--- src/hdl/clns_pkg.sv ---
package clns_pkg;

  localparam int unsigned CplW  = 6;
  localparam int unsigned LcW   = 3;
  localparam int unsigned StepW = 4;
  localparam int unsigned QDepth = 4;
  localparam int unsigned QPtrW  = $clog2(QDepth);

  localparam logic [2:0] OP_INIT    = 3'd0;
  localparam logic [2:0] OP_RAW     = 3'd1;
  localparam logic [2:0] OP_START   = 3'd2;
  localparam logic [2:0] OP_CHAR    = 3'd3;
  localparam logic [2:0] OP_GOTO    = 3'd4;
  localparam logic [2:0] OP_CURSOR  = 3'd5;
  localparam logic [2:0] OP_DISPLAY = 3'd6;

  localparam logic [1:0] JOB_INIT  = 2'd0;
  localparam logic [1:0] JOB_BYTE  = 2'd1;
  localparam logic [1:0] JOB_BYTE2 = 2'd2;

  localparam logic [StepW-1:0] INIT_LAST  = 4'd11;
  localparam logic [StepW-1:0] BYTE_LAST  = 4'd1;
  localparam logic [StepW-1:0] BYTE2_LAST = 4'd3;

  localparam logic [7:0] CMD_SET_DDRAM  = 8'h80;
  localparam logic [7:0] CMD_FUNC_1LINE = 8'h20;
  localparam logic [7:0] CMD_FUNC_2LINE = 8'h28;
  localparam logic [7:0] CMD_DISP_CTRL  = 8'h08;
  localparam logic [7:0] CMD_CURSOR_ON  = 8'h0C;

  localparam logic [CplW-1:0] CPL_RESET = 6'd16;
  localparam logic [LcW-1:0]  LC_RESET  = 3'd2;

  typedef struct packed {
    logic [1:0] kind;
    logic       rs;
    logic [7:0] b0;
    logic [7:0] b1;
  } job_t;

  function automatic logic [7:0] row_base(input logic [1:0] row);
    logic [7:0] base;
    case (row)
      2'd0: base = 8'h00;
      2'd1: base = 8'h40;
      2'd2: base = 8'h14;
      2'd3: base = 8'h54;
      default: base = 8'h00;
    endcase
    return base;
  endfunction

  function automatic logic [7:0] goto_addr(input logic [5:0] col, input logic [1:0] row);
    return CMD_SET_DDRAM + row_base(row) + {2'b00, col};
  endfunction

  // wake-up nibbles, then function set, entry mode, display on, clear
  function automatic logic [3:0] init_nibble(input logic [StepW-1:0] step,
                                             input logic [7:0] fs);
    logic [3:0] nib;
    case (step)
      4'd0, 4'd1, 4'd2: nib = 4'h3;
      4'd3:  nib = 4'h2;
      4'd4:  nib = fs[7:4];
      4'd5:  nib = fs[3:0];
      4'd6:  nib = 4'h0;
      4'd7:  nib = 4'h6;
      4'd8:  nib = 4'h0;
      4'd9:  nib = 4'hC;
      4'd10: nib = 4'h0;
      4'd11: nib = 4'h1;
      default: nib = 4'h0;
    endcase
    return nib;
  endfunction

endpackage

--- src/hdl/clns_front.sv ---
module clns_front (
  input  logic                      clk_i,
  input  logic                      rst_ni,
  input  logic                      accept_i,
  input  logic [2:0]                op_i,
  input  logic [7:0]                value_i,
  input  logic [5:0]                column_i,
  input  logic [1:0]                row_i,
  input  logic                      cursor_visible_i,
  input  logic                      cursor_blink_i,
  input  logic                      display_enable_i,
  input  logic [clns_pkg::CplW-1:0] chars_per_line_i,
  input  logic [clns_pkg::LcW-1:0]  line_count_i,
  output logic                      job_valid_o,
  output clns_pkg::job_t            job_o
);
  import clns_pkg::*;

  logic [5:0] char_count_q, char_count_d;
  logic [1:0] line_q, line_d;
  logic       shown_q, shown_d;
  logic       blink_q, blink_d;
  logic [5:0] cnt_inc;
  logic [1:0] line_inc;
  logic [1:0] line_next;

  assign cnt_inc   = char_count_q + 6'd1;
  assign line_inc  = line_q + 2'd1;
  assign line_next = ({1'b0, line_inc} >= line_count_i) ? 2'd0 : line_inc;

  always_comb begin
    char_count_d = char_count_q;
    line_d       = line_q;
    shown_d      = shown_q;
    blink_d      = blink_q;
    job_valid_o  = 1'b1;
    job_o.kind   = JOB_BYTE;
    job_o.rs     = 1'b0;
    job_o.b0     = value_i;
    job_o.b1     = 8'h00;
    case (op_i)
      OP_INIT: begin
        job_o.kind = JOB_INIT;
        job_o.b0   = (line_count_i >= 3'd2) ? CMD_FUNC_2LINE : CMD_FUNC_1LINE;
        shown_d    = 1'b0;
        blink_d    = 1'b0;
      end
      OP_RAW: begin
        job_o.b0 = value_i;
      end
      OP_START: begin
        job_o.b0     = goto_addr(6'd0, 2'd0);
        char_count_d = 6'd0;
        line_d       = 2'd0;
      end
      OP_CHAR: begin
        job_o.rs = 1'b1;
        if (cnt_inc == chars_per_line_i) begin
          job_o.kind   = JOB_BYTE2;
          job_o.b1     = goto_addr(6'd0, line_next);
          char_count_d = 6'd0;
          line_d       = line_next;
        end else begin
          char_count_d = cnt_inc;
        end
      end
      OP_GOTO: begin
        job_o.b0 = goto_addr(column_i, row_i);
      end
      OP_CURSOR: begin
        job_o.b0 = CMD_CURSOR_ON | {6'd0, cursor_visible_i, cursor_blink_i};
        shown_d  = cursor_visible_i;
        blink_d  = cursor_blink_i;
      end
      OP_DISPLAY: begin
        job_o.b0 = CMD_DISP_CTRL | {5'd0, display_enable_i, shown_q, blink_q};
      end
      default: begin
        job_valid_o = 1'b0;
      end
    endcase
  end

  always_ff @(posedge clk_i or negedge rst_ni) begin
    if (!rst_ni) begin
      char_count_q <= 6'd0;
      line_q       <= 2'd0;
      shown_q      <= 1'b0;
      blink_q      <= 1'b0;
    end else if (accept_i) begin
      char_count_q <= char_count_d;
      line_q       <= line_d;
      shown_q      <= shown_d;
      blink_q      <= blink_d;
    end
  end

endmodule

--- src/hdl/clns_queue.sv ---
module clns_queue (
  input  logic           clk_i,
  input  logic           rst_ni,
  input  logic           wr_i,
  input  clns_pkg::job_t wdata_i,
  input  logic           rd_i,
  output clns_pkg::job_t rdata_o,
  output logic           empty_o,
  output logic           full_o
);
  import clns_pkg::*;

  job_t             mem_q [QDepth];
  logic [QPtrW-1:0] wptr_q, rptr_q;
  logic [QPtrW:0]   count_q;

  assign empty_o = (count_q == '0);
  assign full_o  = (count_q == (QPtrW+1)'(QDepth));
  assign rdata_o = mem_q[rptr_q];

  always_ff @(posedge clk_i) begin
    if (wr_i) begin
      mem_q[wptr_q] <= wdata_i;
    end
  end

  always_ff @(posedge clk_i or negedge rst_ni) begin
    if (!rst_ni) begin
      wptr_q  <= '0;
      rptr_q  <= '0;
      count_q <= '0;
    end else begin
      if (wr_i) begin
        wptr_q <= wptr_q + 1'b1;
      end
      if (rd_i) begin
        rptr_q <= rptr_q + 1'b1;
      end
      if (wr_i && !rd_i) begin
        count_q <= count_q + 1'b1;
      end else if (rd_i && !wr_i) begin
        count_q <= count_q - 1'b1;
      end
    end
  end

endmodule

--- src/hdl/clns_back.sv ---
module clns_back (
  input  logic           clk_i,
  input  logic           rst_ni,
  input  logic           job_avail_i,
  input  clns_pkg::job_t job_i,
  output logic           job_done_o,
  input  logic           pop_i,
  output logic           out_valid_o,
  output logic           register_select_o,
  output logic [3:0]     nibble_o,
  output logic           last_of_run_o
);
  import clns_pkg::*;

  logic [StepW-1:0] step_q, step_d;
  logic             valid_q, valid_d;
  logic             rs_q, rs_d;
  logic [3:0]       nib_q, nib_d;
  logic             last_q, last_d;
  logic             slot_free;
  logic             advance;
  logic [StepW-1:0] last_step;

  assign slot_free = !valid_q || pop_i;
  assign advance   = job_avail_i && slot_free;

  always_comb begin
    rs_d      = job_i.rs;
    nib_d     = 4'h0;
    last_step = BYTE_LAST;
    case (job_i.kind)
      JOB_INIT: begin
        rs_d      = 1'b0;
        nib_d     = init_nibble(step_q, job_i.b0);
        last_step = INIT_LAST;
      end
      JOB_BYTE: begin
        nib_d     = step_q[0] ? job_i.b0[3:0] : job_i.b0[7:4];
        last_step = BYTE_LAST;
      end
      JOB_BYTE2: begin
        last_step = BYTE2_LAST;
        case (step_q[1:0])
          2'd0: nib_d = job_i.b0[7:4];
          2'd1: nib_d = job_i.b0[3:0];
          2'd2: nib_d = job_i.b1[7:4];
          2'd3: nib_d = job_i.b1[3:0];
          default: nib_d = 4'h0;
        endcase
        if (step_q[1]) begin
          rs_d = 1'b0;
        end
      end
      default: begin
        nib_d = 4'h0;
      end
    endcase
    last_d     = (step_q == last_step);
    job_done_o = advance && last_d;
    step_d     = step_q;
    valid_d    = valid_q && !pop_i;
    if (advance) begin
      valid_d = 1'b1;
      step_d  = last_d ? '0 : step_q + 1'b1;
    end
  end

  always_ff @(posedge clk_i or negedge rst_ni) begin
    if (!rst_ni) begin
      step_q  <= '0;
      valid_q <= 1'b0;
    end else begin
      step_q  <= step_d;
      valid_q <= valid_d;
    end
  end

  always_ff @(posedge clk_i) begin
    if (advance) begin
      rs_q   <= rs_d;
      nib_q  <= nib_d;
      last_q <= last_d;
    end
  end

  assign out_valid_o       = valid_q;
  assign register_select_o = rs_q;
  assign nibble_o          = nib_q;
  assign last_of_run_o     = last_q;

endmodule

--- src/hdl/char_lcd_nibble_sequencer.sv ---
// character lcd nibble sequencer, 4-bit bus transfer generator
// request channel: a queue write port (push / full); one word per request
// with op, value, column, row and the cursor and display flags
// transfer channel: a queue read port (empty / pop); each word is one
// transfer: register_select, nibble (d7..d4), last_of_run on a run's end
// config: apb registers chars_per_line at 0x0 and line_count at 0x4, to
// be written only while no request is in flight; the block does not
// enforce this. a front stage updates text position and cursor flags and
// turns each request of a known op into a job; a four-entry job queue
// feeds the back sequencer, which emits one nibble per cycle into an
// output register while a job waits and pop is high or that register is
// empty; a request yields 2 transfers, 4 when text wraps to the next
// line, 12 for init; unknown ops yield none
// when pop stays low the output word holds, the job queue fills and full
// rises; requests are taken again once a job leaves the queue
// reset clears counters, cursor flags, queue pointers and the output
// valid flag and loads chars_per_line = 16, line_count = 2
module char_lcd_nibble_sequencer (
  input  logic        clk_i,
  input  logic        rst_ni,
  input  logic        push,
  output logic        full,
  input  logic [2:0]  op_i,
  input  logic [7:0]  value_i,
  input  logic [5:0]  column_i,
  input  logic [1:0]  row_i,
  input  logic        cursor_visible_i,
  input  logic        cursor_blink_i,
  input  logic        display_enable_i,
  output logic        empty,
  input  logic        pop,
  output logic        register_select_o,
  output logic [3:0]  nibble_o,
  output logic        last_of_run_o,
  input  logic        psel,
  input  logic        penable,
  input  logic        pwrite,
  input  logic [2:0]  paddr,
  input  logic [31:0] pwdata,
  output logic [31:0] prdata,
  output logic        pready
);
  import clns_pkg::*;

  logic [CplW-1:0] cpl_q;
  logic [LcW-1:0]  lc_q;
  logic            cfg_wr;
  logic            accept;
  logic            job_valid;
  job_t            job_in;
  job_t            job_head;
  logic            q_empty;
  logic            q_full;
  logic            job_done;
  logic            out_valid;

  assign pready = 1'b1;
  assign cfg_wr = psel && penable && pwrite;
  assign prdata = paddr[2] ? {29'd0, lc_q} : {26'd0, cpl_q};

  always_ff @(posedge clk_i or negedge rst_ni) begin
    if (!rst_ni) begin
      cpl_q <= CPL_RESET;
      lc_q  <= LC_RESET;
    end else if (cfg_wr) begin
      if (paddr[2]) begin
        lc_q <= pwdata[LcW-1:0];
      end else begin
        cpl_q <= pwdata[CplW-1:0];
      end
    end
  end

  assign full   = q_full;
  assign accept = push && !q_full;

  clns_front u_front (
    .clk_i            (clk_i),
    .rst_ni           (rst_ni),
    .accept_i         (accept),
    .op_i             (op_i),
    .value_i          (value_i),
    .column_i         (column_i),
    .row_i            (row_i),
    .cursor_visible_i (cursor_visible_i),
    .cursor_blink_i   (cursor_blink_i),
    .display_enable_i (display_enable_i),
    .chars_per_line_i (cpl_q),
    .line_count_i     (lc_q),
    .job_valid_o      (job_valid),
    .job_o            (job_in)
  );

  clns_queue u_queue (
    .clk_i   (clk_i),
    .rst_ni  (rst_ni),
    .wr_i    (accept && job_valid),
    .wdata_i (job_in),
    .rd_i    (job_done),
    .rdata_o (job_head),
    .empty_o (q_empty),
    .full_o  (q_full)
  );

  clns_back u_back (
    .clk_i             (clk_i),
    .rst_ni            (rst_ni),
    .job_avail_i       (!q_empty),
    .job_i             (job_head),
    .job_done_o        (job_done),
    .pop_i             (pop),
    .out_valid_o       (out_valid),
    .register_select_o (register_select_o),
    .nibble_o          (nibble_o),
    .last_of_run_o     (last_of_run_o)
  );

  assign empty = !out_valid;

endmodule

--- config.mk ---
export PLATFORM = sky130hd
export DESIGN_NAME = char_lcd_nibble_sequencer
export DESIGN_NICKNAME = d
export VERILOG_FILES = /design/src/hdl/clns_pkg.sv /design/src/hdl/clns_front.sv /design/src/hdl/clns_queue.sv /design/src/hdl/clns_back.sv /design/src/hdl/char_lcd_nibble_sequencer.sv
export SDC_FILE = /design/constraint.sdc
export NUM_CORES = 1
export LEC_CHECK = 0
export BUFFER_PORTS_ARGS = -buffer_cell sky130_fd_sc_hd__buf_2
export CAP_MARGIN = 20
export CORE_MARGIN = 2
export CORE_UTILIZATION = 51
export CTS_BUF_LIST = sky130_fd_sc_hd__clkbuf_2
export CTS_CLUSTER_SIZE = 25
export DETAILED_ROUTE_END_ITERATION = 8
export GPL_ROUTABILITY_DRIVEN = 0
export GPL_TIMING_DRIVEN = 0
export PLACE_DENSITY = 0.78
export SLEW_MARGIN = 20
export SYNTH_ARGS = -nofsm -noshare
export SYNTH_HDL_FRONTEND = slang
export SYNTH_SLANG_ARGS = --single-unit
export TNS_END_PERCENT = 30
--- constraint.sdc ---
create_clock -name clk_i -period 2.7 [get_ports clk_i]
set_input_delay 0.135 -clock clk_i [delete_from_list [all_inputs] [get_ports clk_i]]
set_output_delay 0.135 -clock clk_i [all_outputs]
set_load 0.1 [all_outputs]
* Word level (Yosys, flattened, before mapping)
Memory sizes are Yosys's and may differ from the RTL's.
Cells that the tools add are included.
Widths: inputs -> output; s select.
** Operators by class
- Add/subtract/negate cells :: 10
- Order comparisons :: 2
- Equal/unequal tests :: 29
- Multiplexer cells :: 34
- Bitwise logic cells :: 1
- Reductions and logical operators :: 33
** Operators with widths (number)
- $pmux 8 s4 :: 2
- $mux 8 :: 5
- $pmux 8 s5 :: 1
- $pmux 4 s7 :: 1
- $add 8x8->8 const A :: 2
- $pmux 4 s4 :: 1
- $eq 2x2->1 const B :: 7
- $eq 3x3->1 const B :: 4
- $eq 4x3->1 const B :: 3
- $mux 4 :: 3
- $mux 6 :: 2
- $pmux 4 s3 :: 1
- $pmux 6 s2 :: 1
- $logic_and 1x1->1 :: 9
- $add 8x6->8 :: 1
- $eq 2x1->1 const B :: 4
- $eq 4x2->1 const B :: 2
- $eq 4x4->1 const B :: 2
- $logic_not 2->1 :: 4
- $pmux 2 s2 :: 2
- $pmux 4 s2 :: 1
- $reduce_and 2->1 :: 4
- $reduce_or 7->1 :: 1
- $add 2x1->2 const B :: 3
- 24 further kinds :: 43
** Storage, ports and cells
- Bits in registers :: 37
- RAM bits :: 76
- Input bits :: 64
- Output and inout port bits :: 41
- Memories :: 1
** Memories
- u_queue.mem_q :: words 4, width 19, rd ports 1, clocked after memory_dff 0, write ports 1, RTL line clns_queue.sv:13 : job_t mem_q [QDepth];

* Depth between registers and ports, before layout
Gate-level depths: netlist of the first run.
- Depth in word-level cells :: 10
- Depth in mapped cells :: 12
- Gate-level depth less buffers :: 11

* Modules after synthesis
Synthesis of the first run repeated with hierarchy kept, for this count alone.
** Second synthesis, totals
- Cells, all modules :: 445
- Area total of the unflattened synthesis :: 5851.9 um^2
** Modules (own cells, without submodules)
- clns_queue :: instances 1, cells an instance 133, area each 3136.8 um^2, seq. area each 2457.4 um^2
- clns_front :: instances 1, cells an instance 153, area each 1134.8 um^2, seq. area each 250.2 um^2
- clns_back :: instances 1, cells an instance 99, area each 897.1 um^2, seq. area each 305.3 um^2
- char_lcd_nibble_sequencer :: instances 1, cells an instance 60, area each 683.2 um^2, seq. area each 227.7 um^2

* Worst setup path after synthesis of the first run
No wires, ideal clock.
- Path type :: register to register
- Start point :: register u_queue.count_q[0]
- End point :: register u_queue.count_q[1]
- Setup time :: 0.125 ns
- Data arrival time :: 4.108 ns
- Data required time :: 2.575 ns
- Setup slack :: -1.533 ns
- Stages on the path, launching flop included :: 8
- Path buffers :: 0
- Clock period less this slack :: 4.233 ns
- Path through :: dfrtp_1 -> nor3b_1 -> nand2b_1 -> a31oi_1 -> ha_1 -> inv_1 -> fa_1 -> mux2_2
** Between the ends
- Word-level cells in the longest chain between the ends :: 7
- Elaborated cells on any way between the ends :: 17
- Those cells by class :: add/sub (2); eq/ne (1); mux (2); reduce/logical (12)
** Ends and longest elaborated chain
- start: declaration :: RTL line clns_queue.sv:15 : logic [QPtrW:0] count_q;
- start signal: assignment :: RTL line clns_queue.sv:40 : count_q <= count_q + 1'b1;
- start signal: assignment :: RTL line clns_queue.sv:42 : count_q <= count_q - 1'b1;
- $eq 3x3->1 * :: RTL line clns_queue.sv:18 : assign full_o = (count_q == (QPtrW+1)'(QDepth));
- named net full :: RTL line char_lcd_nibble_sequencer.sv:22 : output logic full,
- $logic_not 1->1 * :: RTL line char_lcd_nibble_sequencer.sv:75 : assign accept = push && !q_full;
- $logic_and 1x1->1 * :: RTL line char_lcd_nibble_sequencer.sv:75
- $logic_and 1x1->1 * :: RTL line char_lcd_nibble_sequencer.sv:97 : .wr_i (accept && job_valid),
- named net u_queue.wr_i :: RTL line clns_queue.sv:4 : input logic wr_i,
- $logic_not 1->1 :: RTL line clns_queue.sv:41 : end else if (rd_i && !wr_i) begin
- $logic_and 1x1->1 :: RTL line clns_queue.sv:41
- $reduce_bool 2->1 (no source line)
The timed path passes the listed nets; every way through them passes the cells marked *. The select of a mux whose other input is x is not followed.
A chain may end at the register's enable or synchronous reset.

* Final worst setup path of the first run
- Start point :: register u_queue.rptr_q[0]
- End point :: register u_queue.count_q[1]
** Between the ends
- Word-level cells in the longest chain between the ends :: 8
- Elaborated cells on any way between the ends :: 11
- Those cells by class :: eq/ne (2); mux (2); reduce/logical (6); memory (1)
** Ends and longest elaborated chain
- start: declaration :: RTL line clns_queue.sv:14 : logic [QPtrW-1:0] wptr_q, rptr_q;
- start signal: assignment :: RTL line clns_queue.sv:37 : rptr_q <= rptr_q + 1'b1;
- $mem_v2 4x19 *
- $eq 2x2->1 / $logic_not 2->1 (equally long branches) :: RTL line clns_back.sv:31 : case (job_i.kind)
- $pmux 4 s2 * :: RTL line clns_back.sv:31
- $eq 4x4->1 * :: RTL line clns_back.sv:58 : last_d = (step_q == last_step);
- named net u_back.last_d :: RTL line clns_back.sv:19 : logic last_q, last_d;
- $logic_and 1x1->1 * :: RTL line clns_back.sv:59 : job_done_o = advance && last_d;
- $logic_not 1->1 :: RTL line clns_queue.sv:39 : if (wr_i && !rd_i) begin
- $logic_and 1x1->1 :: RTL line clns_queue.sv:39
- $mux 3 / $reduce_bool 2->1 (equally long branches)
The timed path passes the listed nets; every way through them passes the cells marked *.

==> results of run 1 <==
==> report_power, final <==
group | total, uW | switching, uW | internal (uW) | leakage [uW]
sequential | 2160 | 228 | 1930 | 0.000955
clock | 573 | 451 | 123 | 0.0000574
combinational | 2850 | 1840 | 1010 | 0.00143
==> critical path, stage by stage, from the launching register on <==
cell      delay (ns)
dfrtp_1         0.43
buf_6           0.12
mux4_2          0.52
nand2b_4        0.16
or3_4           0.37
o31ai_4         0.09
nand2_4         0.09
ha_4            0.20
inv_2           0.05
fa_1            0.40
mux2_2          0.27
==> per-stage QoR <==
stage / setup slack [ns] / instance area, um^2
global placement: -0.261 / 5580
CTS: -0.0724 / 5860
floorplan: -0.101 / 5180
global route: -0.161 / 5900
detailed placement: -0.339 / 5580
finish: -0.0673 / 5900
==> cell usage in the layout, fill, tap and decap left out, types with 5 or more instances in the layout <==
cell / synthesis / final
edfxtp_1: 62 / 62
buf_2: 4 / 51
buf_4: 27 / 36
nand2_1: 30 / 30
nor2_1: 30 / 29
dfrtp_1: 29 / 29
conb_1: 2 / 27
o21ai_0: 23 / 23
inv_1: 21 / 20
mux2_2: 16 / 16
ha_1: 16 / 15
a21oi_1: 14 / 14
xnor2_1: 13 / 13
dlygate4sd3_1: 0 / 13
nand3_1: 12 / 12
clkbuf_2: 0 / 11
clkbuf_1: 10 / 9
mux4_1: 8 / 8
nor2b_1: 8 / 8
a31oi_1: 6 / 6
xor2_1: 6 / 6
o22ai_1: 5 / 5
mux4_2: 5 / 5
nor3_1: 6 / 5
==> synth_stat cells, types with 3 or more instances <==
master | n | area (um^2)
mux4_1 | 8 | 210
a22oi_1 | 4 | 30.0
nor3_1 | 6 | 30.0
nor2b_1 | 8 | 50.1
a21oi_1 | 14 | 70.1
buf_2 | 4 | 20.0
mux2i_1 | 3 | 30.0
a22o_1 | 3 | 26.3
a31oi_1 | 6 | 37.5
nand4b_1 | 3 | 26.3
dfrtp_1 | 29 | 726
mux4_2 | 5 | 113
edfxtp_1 | 62 | 1860
mux2_2 | 16 | 180
o21ai_0 | 23 | 115
clkbuf_1 | 10 | 37.5
xnor2_1 | 13 | 114
xor2_1 | 6 | 52.6
inv_1 | 21 | 78.8
nand2_1 | 30 | 113
and2_1 | 4 | 25.0
buf_4 | 27 | 203
o31ai_1 | 4 | 30.0
nand3_1 | 12 | 60.1
o22ai_1 | 5 | 31.3
nor2_1 | 30 | 113
nand2b_1 | 4 | 25.0
ha_1 | 16 | 200
==> state kept, by name, summed over array words and instances, names as in the netlist <==
| signal | cells |
|---|---|
| u_front.char_count_q | 6 |
| u_back.out_valid_o | 1 |
| u_back.nibble_o | 4 |
| u_front.shown_q | 1 |
| u_queue.wptr_q | 2 |
| u_back.register_select_o | 1 |
| cpl_q | 6 |
| lc_q | 3 |
| u_back.step_q | 4 |
| u_queue.rptr_q | 2 |
| u_queue.mem_q | 56 |
| u_front.blink_q | 1 |
| u_queue.count_q | 3 |
| u_back.last_of_run_o | 1 |
| u_front.line_q | 2 |
==> cell type report <==
type                            count  area [um^2]
Fill cell                         767         3780
Buffer                             42          273
Multi-Input combinational cell    288         2220
Sequential cell                    93         2640
Tap cell                          133          166
Timing Repair Buffer               69          433
Clock inverter                      6         37.5
Clock buffer                       10         50.0
Inverter                           22         86.3
==> cells by family (layout without fill, tap and decap cells) <==
family | Yosys count | after routing | share of synthesized area, %
XOR/XNOR | 20 | 20 | 3.61
flip-flops | 93 | 93 | 52.2
AND/OR/NAND/NOR | 112 | 112 | 11.5
AO/OA/AOI/OAI | 80 | 80 | 10.7
buffers and inverters | 64 | 149 | 6.99
other | 2 | 27 | 0.148
multiplexers | 32 | 32 | 10.5
adder cells (fa/ha/maj) | 17 | 17 | 4.35
==> worst paths after layout <==
kind	start	slack, ns	cells after the start	end
setup / recovery	u_queue.rptr_q[0]	-0.07	10	u_queue.count_q[1]
hold / removal	value_i[5]	0.04	3	u_queue.mem_q[1][13]
setup reg to reg	u_queue.rptr_q[0]	-0.07	10	u_queue.count_q[1]
hold reg to reg	u_queue.count_q[2]	0.52	1	u_queue.count_q[2]
max in group asynchronous	rst_ni	2.06	2	u_front.blink_q
min in group asynchronous	rst_ni	0.15	2	u_queue.count_q[2]
==> routing by layer <==
layer  vias to the layer above  GRT usage, %  part of all wire, %
li1                       1710             -                    -
met1                      1691          23.2                   41
met2                       107          34.4                   52
met3                        19          3.90                  5.1
met4                         0          6.76                  1.5
met5                         -             0                    0
==> timing repair <==
action	in CTS	in global routing
buffers inserted	7	2
hold buffers	12	1
endpoints found under the setup margin	5	56
resized for setup	3	10
pin swaps	0	0
hold endpoints to repair	47	1
==> summary.txt, run 1 <==
Critical path
  • CP Data Arrival Time: 3.23 ns
  • Crit path kind: flop to flop
  • Crit Path Max Fanout: 3
  • Worst setup EP type: flop
  • Crit path required time: 3.17 ns
  • CP Launch Type: flop

Routing
  • Via count: 3527
  • # DRC: 0
  • DR iter-0 viols: 171
  • Post-Route WL: 9990 um
  • Drt pass-1 iters: 5
  • Post-DRT Antenna Nets: 0
  • Via density: 5.32
  • Routed len/inst: 15.1 um

Outcome
  • Outcome: finished, violations left
  • Failing checks: negative setup slack

Synth
  • Synth cell types: 63
  • Primary FF master, synth: edfxtp_1
  • Yosys warning count: 0
  • Post-synthesis sequential area ratio: 52.2%
  • Ys async rst share: 33.3%
  • Mapped Cells: 420
  • Mapped Area: 5060 um^2
  • Synthesized area per cell: 12.1 um^2
  • FF+latch count, synth: 93
  • EDFF count, synth: 62

Timing
  • Final Hold Vio Count: 0
  • Post-Route Skew: 0.0303 ns
  • Max Clock Freq: 361 MHz
  • Final min period: 2.77 ns
  • Setup TNS Final: -0.0673 ns
  • Fin Hold WS: 0.0439 ns
  • Fin worst setup slack: -0.0673 ns
  • Fin crit share: 102%
  • Slew Viols, Final: 0
  • Worst Tran Pin Value: 0.903 ns
  • RSZ-0062 raised after global routing: true
  • Final setup viols: 1
  • Slew HR: 39.5%

Clock tree
  • CTS Buf Count: 9
  • Clock Latency Late Sink: 0.54 ns
  • CTS clk-pin slew, worst paths: 0.25 ns
  • TritonCTS clock tree: built
  • Root Driver: clkbuf_2
  • CTS Sinks: 93
  • CTS Buffer Depth: 2
  • Depth of the CTS H-tree: 3

Worst hold path
  • Worst min-delay path class: primary input to flop

Placement
  • Total placed cells including tap cells: 625
  • Hpwl dp: 7100 um
  • PortBufs: 47

Die
  • Chip height: 104 um
  • Standard-cell rows: 36
  • Core Area: 9680 um^2
  • I/O pins: 105
  • Initial Util: 52.3%
  • Die area: 10700 um^2
  • Die X: 104 um

Final layout
  • Final nets: 606
  • Fin cells: 663
  • Area delta synth->final: 16.6%
  • Fraction of layout cells with a size suffix above 1: 28.1%
  • Ant diodes: 0
  • Post-Route Utilization: 61.0%

Global routing
  • Largest net degree at the start of global routing: 32
  • Global route overflow: 0
  • Initial antenna violation count: 0
  • Tot GR Track Use: 19.3%
  • First-pass GRT wire length: 16600 um
  • Vias in the first global route: 3519

Power and ir drop
  • Pwr dens: 945 nW/um^2
  • P_leak: 0.00245 uW
  • Peak VDD IR: 0.584 mV
  • Tot Pwr: 5580 uW

Run
  • Max Cap Viol: 0
Power figures use the tool's default switching activity.
==> inputs of run 2 (changes only) <==
Settings changed: RECOVER_POWER set to 50.
==> summary.txt, run 2 (synthesis gave the netlist of run 1 again) <==
Final layout
  • Commonest cells after routing, fill and taps aside: edfxtp_1 (62), buf_2 (36), buf_4 (36)
  • Final nets: 606 (unchanged)
  • Ant diodes: 0 (unchanged)
  • Biggest register: u_queue.mem_q
  • Fraction of layout cells with a size suffix above 1: 25.3% (-2.8 points)
  • Fillcell total: 777 (+1.3%)
  • Most common cell after layout, fill and taps aside: edfxtp_1
  • Regs by FF count: u_queue.mem_q x56, cpl_q x6, u_front.char_count_q x6
  • Area delta synth->final: 16.3%
  • Max FFs per register: 56 (unchanged)

Outcome
  • Outcome: finished, violations left
  • Failing checks: max-capacitance violations, max-slew violations, negative setup slack

Timing
  • Slew HR: -16.8% (-56 points)
  • Final Hold Vio Count: 0 (unchanged)
  • Post-Route Skew: 0.0270 ns (-0.00338 ns)
  • Final min period: 2.77 ns (+0.00347 ns)
  • Worst Tran Pin Value: 1.75 ns (+0.848 ns)
  • Fin crit share: 103% (+0.13 points)
  • Slew Viols, Final: 32 (+32)
  • Max Clock Freq: 361 MHz (-0.13%)
  • Final setup viols: 1 (unchanged)
  • RSZ-0062 raised after global routing: true
  • Setup TNS Final: -0.0708 ns (-0.00347 ns)
  • Fin worst setup slack: -0.0708 ns (-0.00347 ns)

Critical path
  • Crit path required time: 3.17 ns (about the same)
  • CP Launch Type: flop
  • Crit Path Max Fanout: 3 (unchanged)
  • Worst setup EP type: flop
  • Crit path kind: flop to flop
  • CP Data Arrival Time: 3.24 ns (about the same)

Die
  • Chip height: 104 um (unchanged)
  • I/O pins: 105 (unchanged)
  • Die area: 10700 um^2 (unchanged)
  • Die X: 104 um (unchanged)
  • Initial Util: 52.3% (unchanged)
  • Core Area: 9680 um^2 (unchanged)
  • Standard-cell rows: 36 (unchanged)

Clock tree
  • CTS Buf Count: 9 (unchanged)
  • Clock Latency Late Sink: 0.54 ns (about the same)
  • TritonCTS clock tree: built
  • CTS clk-pin slew, worst paths: 0.24 ns (about the same)
  • Root Driver: clkbuf_2
  • Depth of the CTS H-tree: 3 (unchanged)
  • CTS Buffer Depth: 2 (unchanged)
  • CTS Sinks: 93 (unchanged)

Power and ir drop
  • P_leak: 0.00240 uW (-1.8%)
  • Peak VDD IR: 0.574 mV (-1.9%)
  • Pwr dens: 944 nW/um^2 (about the same)
  • Switching share of power: 45.3% (+0.15 points)
  • P_int: 3040 uW (-0.64%)
  • Switching power: 2520 uW (about the same)
  • Gate power share: 50.9% (-0.2 points)
  • Clk pwr share: 10.3% (about the same)
  • Sequential Power Share: 38.8% (+0.2 points)

Routing
  • Post-Route WL: 9960 um (-0.32%)
  • # DRC: 0 (unchanged)
  • Via count: 3521 (-0.17%)
  • Post-DRT Antenna Nets: 0 (unchanged)
  • Drt pass-1 iters: 4 (-1)
  • Via density: 5.31 (-0.17%)
  • Routed len/inst: 15.0 um (-0.32%)
  • DR iter-0 viols: 164 (-4.1%)

Global routing
  • Vias in the first global route: 3519 (unchanged)
  • Tot GR Track Use: 19.3% (unchanged)
  • Initial antenna violation count: 0 (unchanged)
  • Global route overflow: 0 (unchanged)
  • First-pass GRT wire length: 16600 um (unchanged)
  • Largest net degree at the start of global routing: 32 (unchanged)

Placement
  • Pre-CTS worst setup slack: -0.339 ns (unchanged)
  • Hpwl dp: 7100 um (unchanged)
  • PortBufs: 47 (unchanged)

Run
  • Max Cap Viol: 1 (+1)

Worst hold path
  • Worst min-delay path class: primary input to flop
run 2: per-layer routing:
metal / wire length, um / global-route usage, %
met1: 4080 / 23.2
met2: 5240 / 34.4
met3: 491 / 3.90
met4: 145 / 6.76
met5: 0 / 0
run 2: worst max-delay path, stage by stage, from the launching register on:
cell and delay (ns):
dfrtp_1 0.43, buf_6 0.12, mux4_2 0.52, nand2b_4 0.16
or3_4 0.37, o31ai_4 0.09, nand2_4 0.09, ha_4 0.20
inv_2 0.05, fa_1 0.40, mux2_2 0.27
run 2: area by class of cell:
type                            instances  area, um^2  area share [%]
Sequential cell                        93        2640            44.8
Multi-Input combinational cell        288        2220            37.7
Timing Repair Buffer                   69         415            7.06
Buffer                                 42         273            4.63
Tap cell                              133         166            2.83
Inverter                               22        86.3            1.47
Clock buffer                           10        50.0           0.850
Clock inverter                          6        37.5           0.638
run 2: timing repair:
| action | in CTS | in global routing |
|---|---|---|
| resized for setup | 3 | 10 |
| setup endpoints to repair | 5 | 56 |
| hold buffers | 12 | 1 |
| hold endpoints to repair | 47 | 1 |
| buffers inserted | 7 | 2 |
run 2: path summary, 6_finish.rpt:
kind | slack [ns] | depth (start not counted) | end | from
setup / recovery | -0.07 | 10 | u_queue.count_q[1] | u_queue.rptr_q[0]
hold / removal | 0.04 | 3 | u_queue.mem_q[1][13] | value_i[5]
max in group asynchronous | 1.12 | 2 | u_queue.wptr_q[0] | rst_ni
min in group asynchronous | 0.56 | 2 | u_back.step_q[0] | rst_ni
setup reg to reg | -0.07 | 10 | u_queue.count_q[1] | u_queue.rptr_q[0]
hold reg to reg | 0.52 | 1 | u_queue.count_q[2] | u_queue.count_q[2]
run 2: through the flow:
step                total power [uW]  instance area, um^2  hold slack (ns)  util (%)  cells
floorplan                       4370                 5180           -0.161         -    445
global placement                4820                 5580            0.232      57.6    625
detailed placement              4910                 5580            0.259      57.6    625
CTS                             5580                 5860          0.00469      60.5    660
global route                    5930                 5890          0.00378      60.8    663
finish                          5560                 5890           0.0364      60.8    663
run 2: power by group through the flow:
stage / combinational (uW) / clock [uW] / sequential [uW]
2_1_floorplan: 1920 / 0 / 2460
6_report: 2830 / 573 / 2160
3_3_place_gp: 2650 / 0 / 2160
5_1_grt: 3070 / 661 / 2200
3_5_place_dp: 2720 / 0 / 2190
4_1_cts: 2830 / 594 / 2160
==> inputs of run 3 (changes only) <==
Settings changed: MAX_ROUTING_LAYER set to met4.
==> summary.txt, run 3 (synthesis gave the netlist of run 1 again) <==
Clock tree
  • CTS Buffer Depth: 2 (unchanged)
  • TritonCTS clock tree: built
  • Depth of the CTS H-tree: 3 (unchanged)
  • CTS Buf Count: 9 (unchanged)
  • Root Driver: clkbuf_2
  • CTS Sinks: 93 (unchanged)
  • Clock Latency Late Sink: 0.54 ns (about the same)
  • CTS clk-pin slew, worst paths: 0.24 ns (about the same)

Timing
  • Setup TNS Final: -0.0719 ns (-0.00110 ns)
  • Fin crit share: 103% (about the same)
  • Slew Viols, Final: 32 (unchanged)
  • Final setup viols: 1 (unchanged)
  • Worst Tran Pin Value: 1.75 ns (-0.00127 ns)
  • Slew HR: -16.7% (+0.084 points)
  • RSZ-0062 raised after global routing: true
  • Final Hold Vio Count: 0 (unchanged)
  • Max Clock Freq: 361 MHz (about the same)
  • Fin worst setup slack: -0.0719 ns (-0.00110 ns)
  • Post-Route Skew: 0.0255 ns (-0.00149 ns)
  • Final min period: 2.77 ns (+0.00110 ns)

Worst hold path
  • Worst min-delay path class: primary input to flop

Critical path
  • Crit path kind: flop to flop
  • Crit path required time: 3.17 ns (about the same)
  • Crit Path Max Fanout: 3 (unchanged)
  • CP Launch Type: flop
  • CP Data Arrival Time: 3.24 ns (about the same)
  • Worst setup EP type: flop

Routing
  • Via count: 3536 (+0.43%)
  • # DRC: 0 (unchanged)
  • Via density: 5.33 (+0.43%)
  • Drt pass-1 iters: 4 (unchanged)
  • Post-DRT Antenna Nets: 0 (unchanged)
  • Routed len/inst: 15.0 um (about the same)
  • Post-Route WL: 9960 um (about the same)
  • DR iter-0 viols: 169 (+3.0%)

Final layout
  • Commonest cells after routing, fill and taps aside: edfxtp_1 (62), buf_2 (36), buf_4 (36)
  • Fin cells: 663 (unchanged)
  • Final nets: 606 (unchanged)
  • Max FFs per register: 56 (unchanged)
  • Area delta synth->final: 16.3% (unchanged)
  • Fillcell total: 777 (unchanged)
  • Most common cell after layout, fill and taps aside: edfxtp_1
  • Biggest register: u_queue.mem_q
  • Ant diodes: 0 (unchanged)
  • Fraction of layout cells with a size suffix above 1: 25.3% (unchanged)
  • Fin area: 5890 um^2 (unchanged)
  • Sequential cell area: 2640 um^2 (unchanged)
  • Regs by FF count: u_queue.mem_q x56, cpl_q x6, u_front.char_count_q x6
  • Multi-input logic area: 2220 um^2 (unchanged)

Power and ir drop
  • Pwr dens: 944 nW/um^2 (about the same)
  • Peak VDD IR: 0.574 mV (about the same)
  • Tot Pwr: 5560 uW (about the same)
  • P_leak: 0.00240 uW (unchanged)

Placement
  • Total placed cells including tap cells: 625 (unchanged)
  • PortBufs: 47 (unchanged)
  • Dpl cell area: 5580 um^2 (unchanged)
  • Hpwl dp: 7100 um (unchanged)

Run
  • Max Cap Viol: 1 (unchanged)

Die
  • Standard-cell rows: 36 (unchanged)
  • Initial Util: 52.3% (unchanged)
  • I/O pins: 105 (unchanged)
  • Chip height: 104 um (unchanged)
  • Die X: 104 um (unchanged)
  • Core Area: 9680 um^2 (unchanged)
  • Die area: 10700 um^2 (unchanged)

Global routing
  • Tot GR Track Use: 19.8% (+0.57 points)
  • Global route overflow: 0 (unchanged)
  • Largest net degree at the start of global routing: 32 (unchanged)
  • First-pass GRT wire length: 16600 um (unchanged)
  • Initial antenna violation count: 0 (unchanged)
  • Vias in the first global route: 3519 (unchanged)

Outcome
  • Outcome: finished, violations left
  • Failing checks: max-capacitance violations, max-slew violations, negative setup slack
run 3: area by class of cell:
cell class              count  share of cell area [%]
inverters                  22                    1.47
plain buffers              42                    4.63
well taps                 133                    2.83
clock buffers              10                   0.850
flip-flops and latches     93                    44.8
multi-input cells         288                    37.7
repair buffers             69                    7.06
clock inverters             6                   0.638
run 3: worst max-delay path, cell delays in order, from the launching register on:
cell and delay (ns):
dfrtp_1 0.43, buf_6 0.12, mux4_2 0.52, nand2b_4 0.16
or3_4 0.37, o31ai_4 0.09, nand2_4 0.09, ha_4 0.20
inv_2 0.05, fa_1 0.40, mux2_2 0.27
run 3: path summary, 6_finish.rpt:
check | cells past startpoint | slack, ns | to | startpoint
min in group asynchronous | 2 | 0.55 | u_back.step_q[0] | rst_ni
worst max-delay path | 10 | -0.07 | u_queue.count_q[1] | u_queue.rptr_q[0]
worst min register to register | 1 | 0.52 | u_queue.count_q[2] | u_queue.count_q[2]
max in group asynchronous | 2 | 1.13 | u_queue.wptr_q[0] | rst_ni
worst max register to register | 10 | -0.07 | u_queue.count_q[1] | u_queue.rptr_q[0]
worst min-delay path | 3 | 0.03 | u_queue.mem_q[1][13] | value_i[5]
run 3: through the flow:
| step | util [%] | hold WS, ns | setup slack, ns |
|---|---|---|---|
| 2_1_floorplan | - | -0.161 | -0.101 |
| 5_1_grt | 60.8 | 0.00379 | -0.161 |
| 3_3_place_gp | 57.6 | 0.232 | -0.261 |
| 3_5_place_dp | 57.6 | 0.259 | -0.339 |
| 4_1_cts | 60.5 | 0.00469 | -0.0724 |
| 6_report | 60.8 | 0.0341 | -0.0719 |
run 3: where the power goes:
group          switching [uW]  internal [uW]  leakage, uW
combinational            1840            992      0.00139
clock                     451            122    0.0000574
sequential                230           1930     0.000954
total                    2520           3040      0.00240
run 3: layer usage:
| metal | wire [um] | global-route usage [%] | up-vias | share of wire (%) |
|---|---|---|---|---|
| met5 | 0 | - | - | 0 |
| met4 | 148 | 6.76 | 0 | 1.5 |
| met3 | 489 | 3.78 | 16 | 4.9 |
| met2 | 5240 | 34.4 | 108 | 53 |
| met1 | 4080 | 23.3 | 1705 | 41 |
| li1 | - | - | 1707 | - |
run 3: repair_timing:
item                       4_1_cts  5_1_grt
gates resized for setup          3       10
buffers inserted                 7        2
hold endpoints to repair        47        1
setup endpoints to repair        5       56
hold buffers                    12        1
